<file path="src/best_fit_bin_packer_macros.svh">
// Assertion macros used by the best-fit bin packer datapath.
`ifndef BEST_FIT_BIN_PACKER_MACROS_SVH
`define BEST_FIT_BIN_PACKER_MACROS_SVH

// Condition that must hold on every clock edge out of reset.
`define BFBP_ASSERT_ALWAYS(label, clk, rst_n, cond, msg) \
    label: assert property (@(posedge clk) disable iff (!rst_n) (cond)) \
        else $error(msg);

// Same-cycle implication.
`define BFBP_ASSERT_IMPL(label, clk, rst_n, ante, cons, msg) \
    label: assert property (@(posedge clk) disable iff (!rst_n) (ante) |-> (cons)) \
        else $error(msg);

// Next-cycle implication.
`define BFBP_ASSERT_NEXT(label, clk, rst_n, ante, cons, msg) \
    label: assert property (@(posedge clk) disable iff (!rst_n) (ante) |=> (cons)) \
        else $error(msg);

`endif

</file>
<file path="src/bfbp_pkg.sv">
// Shared types, constants and helpers for the best-fit bin packer.
package bfbp_pkg;

    localparam int SIZE_W    = 17;
    localparam int FREE_W    = 16;
    localparam int BIN_NUM_W = 7;

    // One whole bin in 1/65536 units.
    localparam logic [SIZE_W-1:0] BIN_CAP = 17'h10000;

    typedef logic [SIZE_W-1:0] t_size;
    typedef logic [FREE_W-1:0] t_free;

    typedef struct packed {
        logic load;     // capture a new item
        logic read;     // issue one table read of the scan
        logic commit;   // place the item and load the result register
    } t_cmd;

    typedef struct packed {
        logic reads_done;   // every open bin has been read
        logic out_free;     // result register can take a new item
    } t_stat;

    // Zero counts as the smallest size; anything over one bin is one bin.
    function automatic t_size sat_size(input t_size s);
        t_size r;
        if (s == '0) begin
            r = t_size'(1);
        end else if (s > BIN_CAP) begin
            r = BIN_CAP;
        end else begin
            r = s;
        end
        return r;
    endfunction

endpackage

</file>
<file path="src/best_fit_bin_packer.sv">
// Best-fit bin packer, top level.
// Online best-fit bin packing over a table of MAX_BINS bins. Each input item
// (size in 1/65536 of a bin, flag to start a new run) goes into the open bin
// with the least free space that still holds it, lowest bin on ties; if none
// fits a new bin is opened, and if all bins are open the result flags table
// full and nothing changes. One item at a time: the scan reads one bin table
// entry per cycle from a single-port memory, the placement is then committed
// into the result register, and only then is the next item accepted. A
// finished result waits in an output register, so the next item is accepted
// while it waits; a second result stalls until the first is taken. Sizes of
// 0 count as 1, sizes above one bin count as one bin. Bin numbers start at
// 1 and wrap at 128.
module best_fit_bin_packer #(
    parameter int MAX_BINS = 64
) (
    input  logic        i_clk,
    input  logic        i_rst_n,
    input  logic        s_axis_tvalid,
    output logic        s_axis_tready,
    input  logic [23:0] s_axis_tdata,   // [16:0] item_size
    input  logic [0:0]  s_axis_tuser,   // [0] first_item
    output logic        m_axis_tvalid,
    input  logic        m_axis_tready,
    output logic [23:0] m_axis_tdata,   // [6:0] bin_number, [22:7] space_left
    output logic [1:0]  m_axis_tuser    // [0] opened_new, [1] table_full
);
    import bfbp_pkg::*;

    t_cmd                 cmd;
    t_stat                stat;
    logic [BIN_NUM_W-1:0] bin_number;
    logic                 opened_new;
    t_free                space_left;
    logic                 table_full;

    bfbp_ctrl u_ctrl (
        .i_clk      (i_clk),
        .i_rst_n    (i_rst_n),
        .i_in_valid (s_axis_tvalid),
        .o_in_ready (s_axis_tready),
        .i_stat     (stat),
        .o_cmd      (cmd)
    );

    bfbp_dpath #(
        .MAX_BINS (MAX_BINS)
    ) u_dpath (
        .i_clk        (i_clk),
        .i_rst_n      (i_rst_n),
        .i_cmd        (cmd),
        .o_stat       (stat),
        .i_item_size  (s_axis_tdata[SIZE_W-1:0]),
        .i_first_item (s_axis_tuser[0]),
        .o_valid      (m_axis_tvalid),
        .i_ready      (m_axis_tready),
        .o_bin_number (bin_number),
        .o_opened_new (opened_new),
        .o_space_left (space_left),
        .o_table_full (table_full)
    );

    assign m_axis_tdata = {1'b0, space_left, bin_number};
    assign m_axis_tuser = {table_full, opened_new};

endmodule

</file>
<file path="src/bfbp_ctrl.sv">
// Sequencer: accept, scan the open bins, then commit the placement.
module bfbp_ctrl (
    input  logic             i_clk,
    input  logic             i_rst_n,
    input  logic             i_in_valid,
    output logic             o_in_ready,
    input  bfbp_pkg::t_stat  i_stat,
    output bfbp_pkg::t_cmd   o_cmd
);
    import bfbp_pkg::*;

    localparam logic [1:0] S_IDLE   = 2'd0;
    localparam logic [1:0] S_SCAN   = 2'd1;
    localparam logic [1:0] S_COMMIT = 2'd2;

    logic [1:0] r_state;
    logic [1:0] n_state;

    always_comb begin
        n_state      = r_state;
        o_in_ready   = 1'b0;
        o_cmd        = '0;
        unique case (r_state)
            S_IDLE: begin
                o_in_ready = 1'b1;
                if (i_in_valid) begin
                    o_cmd.load = 1'b1;
                    n_state    = S_SCAN;
                end
            end
            S_SCAN: begin
                // last read's data is compared in the cycle reads_done shows
                if (!i_stat.reads_done) begin
                    o_cmd.read = 1'b1;
                end else begin
                    n_state = S_COMMIT;
                end
            end
            S_COMMIT: begin
                if (i_stat.out_free) begin
                    o_cmd.commit = 1'b1;
                    n_state      = S_IDLE;
                end
            end
            default: begin
                n_state = S_IDLE;
            end
        endcase
    end

    always_ff @(posedge i_clk) begin
        if (!i_rst_n) begin
            r_state <= S_IDLE;
        end else begin
            r_state <= n_state;
        end
    end

endmodule

</file>
<file path="src/bfbp_dpath.sv">
// Bin table, tightest-fit scan datapath and result register.
`include "best_fit_bin_packer_macros.svh"

module bfbp_dpath #(
    parameter int MAX_BINS = 64
) (
    input  logic                             i_clk,
    input  logic                             i_rst_n,
    input  bfbp_pkg::t_cmd                   i_cmd,
    output bfbp_pkg::t_stat                  o_stat,
    input  bfbp_pkg::t_size                  i_item_size,
    input  logic                             i_first_item,
    output logic                             o_valid,
    input  logic                             i_ready,
    output logic [bfbp_pkg::BIN_NUM_W-1:0]   o_bin_number,
    output logic                             o_opened_new,
    output bfbp_pkg::t_free                  o_space_left,
    output logic                             o_table_full
);
    import bfbp_pkg::*;

    localparam int IW = $clog2(MAX_BINS);
    localparam int CW = $clog2(MAX_BINS + 1);
    localparam int NW = (CW > BIN_NUM_W) ? CW : BIN_NUM_W;
    localparam logic [CW-1:0] MAX_CNT = CW'(MAX_BINS);

    t_free            r_mem [MAX_BINS];
    t_free            r_rd_data;
    logic             r_rd_valid;
    logic [IW-1:0]    r_rd_tag;
    logic [CW-1:0]    r_rd_idx;
    logic [CW-1:0]    r_bins_open;
    t_size            r_size;
    logic             r_found;
    logic [IW-1:0]    r_best;
    t_free            r_best_free;

    logic             r_out_valid;
    logic [BIN_NUM_W-1:0] r_out_bin;
    logic             r_out_new;
    t_free            r_out_space;
    logic             r_out_full;

    logic             hit;
    logic             can_open;
    logic             wr_en;
    logic [IW-1:0]    wr_addr;
    t_free            wr_data;
    t_free            fit_free;
    t_size            cap_diff;
    logic [NW-1:0]    bin_wide;

    always_comb begin
        hit = r_rd_valid && ({1'b0, r_rd_data} >= r_size)
              && (!r_found || (r_rd_data < r_best_free));
        can_open = (r_bins_open != MAX_CNT);
        // a fitting bin has free >= size, so size fits in 16 bits there
        fit_free = r_best_free - r_size[FREE_W-1:0];
        cap_diff = BIN_CAP - r_size;
        wr_en    = i_cmd.commit && (r_found || can_open);
        wr_addr  = r_found ? r_best : r_bins_open[IW-1:0];
        wr_data  = r_found ? fit_free : cap_diff[FREE_W-1:0];
        bin_wide = NW'(wr_addr) + NW'(1);
        o_stat.reads_done = (r_rd_idx == r_bins_open);
        o_stat.out_free   = !r_out_valid || i_ready;
    end

    always_ff @(posedge i_clk) begin
        if (wr_en) begin
            r_mem[wr_addr] <= wr_data;
        end
        if (i_cmd.read) begin
            r_rd_data <= r_mem[r_rd_idx[IW-1:0]];
        end
    end

    always_ff @(posedge i_clk) begin
        if (i_cmd.read) begin
            r_rd_tag <= r_rd_idx[IW-1:0];
        end
        if (i_cmd.load) begin
            r_size <= sat_size(i_item_size);
        end
        if (hit) begin
            r_best      <= r_rd_tag;
            r_best_free <= r_rd_data;
        end
        if (i_cmd.commit) begin
            r_out_bin   <= (wr_en) ? bin_wide[BIN_NUM_W-1:0] : '0;
            r_out_new   <= !r_found && can_open;
            r_out_space <= (wr_en) ? wr_data : '0;
            r_out_full  <= !wr_en;
        end
    end

    always_ff @(posedge i_clk) begin
        if (!i_rst_n) begin
            r_rd_valid  <= 1'b0;
            r_rd_idx    <= '0;
            r_bins_open <= '0;
            r_found     <= 1'b0;
            r_out_valid <= 1'b0;
        end else begin
            r_rd_valid <= i_cmd.read;
            if (i_cmd.load) begin
                r_rd_idx <= '0;
                r_found  <= 1'b0;
                if (i_first_item) begin
                    r_bins_open <= '0;
                end
            end else if (i_cmd.read) begin
                r_rd_idx <= r_rd_idx + CW'(1);
            end
            if (hit) begin
                r_found <= 1'b1;
            end
            if (i_cmd.commit && !r_found && can_open) begin
                r_bins_open <= r_bins_open + CW'(1);
            end
            if (i_cmd.commit) begin
                r_out_valid <= 1'b1;
            end else if (i_ready) begin
                r_out_valid <= 1'b0;
            end
        end
    end

    assign o_valid      = r_out_valid;
    assign o_bin_number = r_out_bin;
    assign o_opened_new = r_out_new;
    assign o_space_left = r_out_space;
    assign o_table_full = r_out_full;

    `BFBP_ASSERT_ALWAYS(a_open_bound, i_clk, i_rst_n, r_bins_open <= MAX_CNT, "bin count over limit")
    `BFBP_ASSERT_IMPL(a_no_overread, i_clk, i_rst_n, i_cmd.read, !o_stat.reads_done, "read past open bins")
    `BFBP_ASSERT_IMPL(a_commit_settled, i_clk, i_rst_n, i_cmd.commit, !r_rd_valid, "commit with compare pending")
    `BFBP_ASSERT_NEXT(a_full_result, i_clk, i_rst_n, i_cmd.commit && !r_found && !can_open, o_valid && o_table_full && (o_bin_number == '0), "table full not reported")

endmodule
</file>
<file path="config.mk">
export PLATFORM = sky130hd
export DESIGN_NAME = best_fit_bin_packer
export DESIGN_NICKNAME = d
export VERILOG_FILES = /design/src/bfbp_pkg.sv /design/src/best_fit_bin_packer.sv /design/src/bfbp_ctrl.sv /design/src/bfbp_dpath.sv
export VERILOG_INCLUDE_DIRS = /design/src /design/src/src
export SDC_FILE = /design/constraint.sdc
export NUM_CORES = 1
export LEC_CHECK = 0
export BUFFER_PORTS_ARGS = -buffer_cell sky130_fd_sc_hd__buf_2
export CORE_UTILIZATION = 40
export CTS_CLUSTER_DIAMETER = 30
export DETAILED_ROUTE_END_ITERATION = 10
export GPL_TIMING_DRIVEN = 0
export SYNTH_ARGS = -nofsm -noshare
export SYNTH_HDL_FRONTEND = slang
export SYNTH_SLANG_ARGS = --single-unit
</file>
<file path="constraint.sdc">
create_clock -name i_clk -period 5 [get_ports i_clk]
set_input_delay 1.5 -clock i_clk [delete_from_list [all_inputs] [get_ports i_clk]]
set_output_delay 1.5 -clock i_clk [all_outputs]
set_load 0.05 [all_outputs]
</file>
# Yosys cells after proc, flatten, opt, wreduce, memory -nomap -nowiden

Memory sizes are Yosys's and may differ from the RTL's. A register that Yosys moved wholly into a read port is not among the register bits.
Cells that the tools add are included.

Register bits after elaboration: 89
Memory bits (writable): 1,024
Memories kept: 1

$add $sub $neg: 5
$lt $le $gt $ge: 3
Eq/ne operators: 7
Muxes and demuxes: 23
Bitwise logic cells: 1
Reduce and logical (&&, ||, !) cells: 22

Memory list:

| memory        | words | bits a word | read ports | clocked after Yosys merged registers in | wr ports | line             | source |
|---|---|---|---|---|---|---|---|
| u_dpath.r_mem | 64    | 16          | 1          | 1                                       | 1        | bfbp_dpath.sv:27 | `t_free r_mem [MAX_BINS];` |

Operators by type and width:

| kind                                                   | number |
|---|---|
| two-way mux 7 bit                                      | 3 |
| greater-or-equal comparator 16 x 17 -> 1 bit           | 1 |
| greater-than comparator 17 bit (second input constant) | 1 |
| logical NOT 17 bit                                     | 1 |
| two-way mux 17 bit                                     | 1 |
| < comparator 16 bit                                    | 1 |
| two-way mux 16 bit                                     | 1 |
| subtractor 1 x 16 -> 16 bit (first input constant)     | 1 |
| subtractor 16 bit                                      | 1 |
| adder 7 x 1 -> 7 bit (second input constant)           | 2 |
| two-way mux 1 bit                                      | 13 |
| nonzero test 2 bit                                     | 4 |
| adder 6 x 1 -> 7 bit (second input constant)           | 1 |
| equality test 7 bit                                    | 1 |
| != test 7 bit (second input constant)                  | 1 |
| logical AND 1 bit                                      | 6 |
| two-way mux 2 bit                                      | 3 |
| two-way mux 6 bit                                      | 1 |
| case mux 2 bit (3 select lines)                        | 1 |
| != test 2 bit (second input constant)                  | 2 |
| OR reduction 2 bit                                     | 2 |
| logical NOT 1 bit                                      | 3 |
| logical OR 1 bit                                       | 3 |
| AND reduction 3 bit                                    | 1 |
| other kinds (6)                                        | 6 |

# Logic depth before layout (Yosys ltp)

Word-level depth: 8
Mapped depth: 12
Gate-level depth less buffers: 9

# Hierarchy

From an unflattened synthesis, not the netlist that was laid out.

Cell total of the unflattened synthesis: 2,241
Area total of the unflattened synthesis: 44,940.6 um^2

Modules (own cells, without submodules):

| module              | times used | cells each | area an instance (um^2) | sequential area each (um^2) |
|---|---|---|---|---|
| bfbp_dpath          | 1          | 2,224      | 44,800.5                | 33,672.3 |
| bfbp_ctrl           | 1          | 13         | 113.9                   | 40.0 |
| best_fit_bin_packer | 1          | 4          | 26.3                    | 0.0 |

# Least setup slack after synthesis

Ideal clock, no wire load.

Path kind: register to register
Start: reg u_dpath.r_found
End: mem u_dpath.r_mem[0][8] in the netlist's numbering (data pin)
Data arrival time: 4.225 ns
Setup slack: 0.202 ns
Cell stages (with the launch flop): 12
Path buffers: 3
Period minus slack after synthesis: 4.798 ns
Cells stage by stage: dfxtp_1 buf_2 clkbuf_1 clkbuf_1 nand2_1 ha_1 fa_1 nor2b_1 o31a_1 or4_1 a31oi_2 xnor2_1

Word-level cells in the longest chain between the ends: 1

Ends and longest elaborated chain:

| what                     | line              | source |
|---|---|---|
| start: declaration       | bfbp_dpath.sv:34  | `logic r_found;` |
| start signal: assignment | bfbp_dpath.sv:101 | `r_found <= 1'b0;` |
| start signal: assignment | bfbp_dpath.sv:107 | `r_found <= 1'b0;` |
| start signal: assignment | bfbp_dpath.sv:115 | `r_found <= 1'b1;` |
| two-way mux 16 bit       | bfbp_dpath.sv:62  | `wr_data = r_found ? fit_free : cap_diff[FREE_W-1:0];` |
| net u_dpath.wr_data[8]   | bfbp_dpath.sv:48  | `t_free wr_data;` |
| end: declaration         | bfbp_dpath.sv:27  |  |

The timed path passes the listed nets, and every way through them passes these cells.

# Final worst setup path

Start: reg u_dpath.r_found
End: mem u_dpath.r_mem[60][12] in the netlist's numbering (data pin)

The elaborated chain is that of the path after synthesis.

==> impl_metrics.ini <==
[sta]
final-max-slew-violation-count = 0
final_period_minus_worst_setup_slack_ns = 4.76
worst_slew_margin_rel_pct = 15.6
hold_viol = 0
fin_worst_hold_slack_ns = 0.416
finalClockSkew_ns = 0.0424
fmax_mhz = 210
worst-slew-pin-transition_ns = 1.27
setup_viol = 0
unrepaired_setup_endpoints_after_global_routing = no
setup_total_negative_slack_ns = 0
timing.final.crit_share_pct = 95.2

[synth]
synth_fp_nets = 2300
post_synth_num_cell_types = 67
syn_inst = 2218
edff_count_synth = 1110
dominant_cell_type_by_area_after_synthesis = edfxtp_1
synth_top_cell_area_share_pct = 74.0
synthMostInstantiatedCell = edfxtp_1
postSynth.topFlopCell = edfxtp_1
synthTopCellsByCount = 1110 x edfxtp_1, 256 x mux4_2, 115 x nor2_1
synth.cell_area_um2 = 45000
synth-seq-cells = 1129
synth.avg_cell_area_um2 = 20.3
synth_area_leaders = edfxtp_1 74%, mux4_2 13%, mux2i_1 1.8%
yosysWarningCount = 0
ys_async_sr_fraction_pct = 0
synth-seq-area-share_pct = 74.9

[detailed_routing]
drt_wl_total_mm = 116
vias = 23528
first_iter_violations = 2709
firstDrtPassIters = 6
remaining_drc_errors = 0
final_antenna_net_count = 0
post_drt_wl_per_cell_um = 27.5
routed_via_density = 5.58

[power]
p_sw_share_pct = 21.6
power_share_of_the_sequential_group_pct = 42.3
switchingPower_mw = 5.39
power_report.internal_total_mw = 19.6
clock_power_share_pct = 55.1
power.share.combinational_pct = 2.6
power.ir.vdd_worst_mv = 0.292
power-per-cell-area_nw_per_um2 = 446
p_leak_nw = 18.0

[floorplan]
initial_core_util_pct = 40.5
std_cell_rows = 122
die_width_um = 338
num_io_pins = 57
die-height_um = 338
floorplan.die_area_um2 = 114000
placeableCoreArea_um2 = 111000

[critical_path]
setup.reg_to_reg.worst_slack_ns = 0.24
worst-path-buf-inv = 4
required_ns = 5.61
path_delay_family = buffers and inverters
timing.critical_path.fanout_max = 31
rr_startpoint = u_dpath.r_found
timing.critical_path.to_type = register
setup.worst_path.start_class = register
worstSetupStartpoint = u_dpath.r_found
r2r_cells = 13
worstSetupEndpoint = u_dpath.r_mem[60][12]
end_of_the_worst_register_to_register_path = u_dpath.r_mem[60][12]
timing.critical_path.mode_cell = clkbuf_1
cp_slowest_cell = xor2_4
critPathMaxStageDelay_ns = 0.67
critical_path_cell_by_cell = buf_2 > clkbuf_1 > clkbuf_1 > nand2_1 > ha_1 > fa_1 > nor2b_1 > o31a_1 > or4_1 > a31oi_2 > o21ai_2 > xor2_4 > buf_16
critical_path_cell_count = 13
timing_worst_setup_path_type = reg2reg
timing.critical_path.arrival_ns = 5.38

[grt]
gr-total-overflow = 0
grt_antenna_before_repair = 2
grt_pass1_vias = 24346
largest_net_degree_at_the_start_of_global_routing = 53
grt_pass1_wl_mm = 169
gr-usage-all-layers_pct = 20.7

[layout]
postLayoutCellArea_um2 = 56000
n_fill_cell = 8833
stdcell_count = 4220
area.growth.synth_to_final_pct = 24.4
utilization_pct = 50.4
finish.net_count = 2642
drive_above_1_share_pct = 33.4

[cts]
cts_tree = built
worst_skew_pair.late_latency_ns = 0.79
cts.path.max_buffers = 3
cts_setup_buffers = 0
clkSlewWorstSetupHoldPaths_ns = 0.05
tritoncts.num_buffers = 201
cts_hold_buf = 0
clock_sink_count = 1129
htreeDepth = 4
post_cts_resized = 0
cts-root-buf = clkbuf_16

[hold_path]
hold-path-cell-count = 0
hold_path.startpoint = u_dpath.r_rd_tag[4]
hold_path_class = reg2reg

[run]
maxCapViolCount = 0

[status]
result_of_the_run = finished, final reports clean

[placed_design]
placed_cell_area_um2 = 49000
dp_hpwl_mm = 79.4
globalplace.congestion = 1.01
place_inst = 3844
numPortBuffers = 48
-- routing by layer --
metal	track usage, %	wire length [µm]	vias to the layer above
met4	8.31	4210	2
met3	4.47	9250	241
li1	-	-	9900
met1	28.4	48200	12310
met5	0	13	-
met2	32.3	54300	1075
-- power groups by stage --
stage / logic [mW] / clock network [mW] / registers [mW]
after detailed placement: 0.654 / 0 / 10.7
final: 0.655 / 13.8 / 10.6
after CTS: 0.656 / 13.9 / 10.6
after global placement: 0.501 / 0 / 10.8
after floorplan: 0.266 / 0 / 10.8
after global routing: 0.702 / 14.4 / 10.6
-- per-stage QoR --
step	worst slack, ns	power (mW)
global placement	-3.45	11.3
finish	0.239	25.0
global route	0.00600	25.6
detailed placement	-0.574	11.4
floorplan	0.202	11.0
CTS	0.149	25.1
-- area by class of cell --
class	instances	area [µm²]	share of cell area (%)
Sequential cell	1129	33700	60.2
Multi-Input combinational cell	937	11000	19.6
Clock buffer	215	5080	9.07
Clock inverter	159	1930	3.45
Tap cell	1488	1860	3.32
Timing Repair Buffer	138	1760	3.14
Buffer	109	566	1.01
Inverter	44	165	0.295
Antenna cell	1	2.50	0.00447
-- layout by cell type (no fill, tap or decap), types with 26 or more instances in the layout --
master / instances
a21oi_1: 31
a22oi_1: 55
and2_1: 47
buf_2: 88
buf_8: 55
bufinv_16: 27
clkbuf_1: 52
clkbuf_16: 201
clkinv_1: 27
clkinvlp_4: 31
edfxtp_1: 1110
ha_1: 52
inv_1: 41
mux2_2: 26
mux2i_1: 79
mux4_2: 256
nand2_1: 57
nor2_1: 49
nor2_2: 65
-- cells by family after synthesis --
group,after synthesis,synth area share [%]
AO/OA/AOI/OAI,183,2.93
XOR/XNOR,28,0.545
adder cells (fa/ha/maj),53,1.49
buffers and inverters,153,1.62
flip-flops,1129,74.9
multiplexers,361,15.2
other,1,0.00833
AND/OR/NAND/NOR,310,3.33
-- worst min path at each step --
stage | endpoint | slack [ns]
2_1_floorplan | u_dpath.r_best[0] | 0.40
3_3_place_gp | u_dpath.r_best[5] | 0.40
3_5_place_dp | u_dpath.r_best[2] | 0.40
4_1_cts | u_dpath.r_best[2] | 0.42
5_1_grt | u_dpath.r_best[4] | 0.42
6_report | u_dpath.r_best[4] | 0.42
-- worst register-to-register path, cell delays in order (launching register included) --
cell	delay (ns)
dfxtp_1	0.38
buf_2	0.28
clkbuf_1	0.38
clkbuf_1	0.35
nand2_1	0.10
ha_1	0.22
fa_1	0.47
nor2b_1	0.19
o31a_1	0.29
or4_1	0.18
a31oi_2	0.13
o21ai_2	0.65
xor2_4	0.68
buf_16	0.27
-- registers in the layout, summed over array words and instances (netlist names), 6 cells and up --
register	flops
u_dpath.r_size	17
u_dpath.r_rd_idx	7
u_dpath.o_bin_number	7
u_dpath.o_space_left	16
u_dpath.r_best	6
u_dpath.r_rd_data	16
u_dpath.r_best_free	16
u_dpath.r_rd_tag	6
u_dpath.r_mem	1024
u_dpath.r_bins_open	7
No activity file was read; power rests on OpenSTA's default activity.
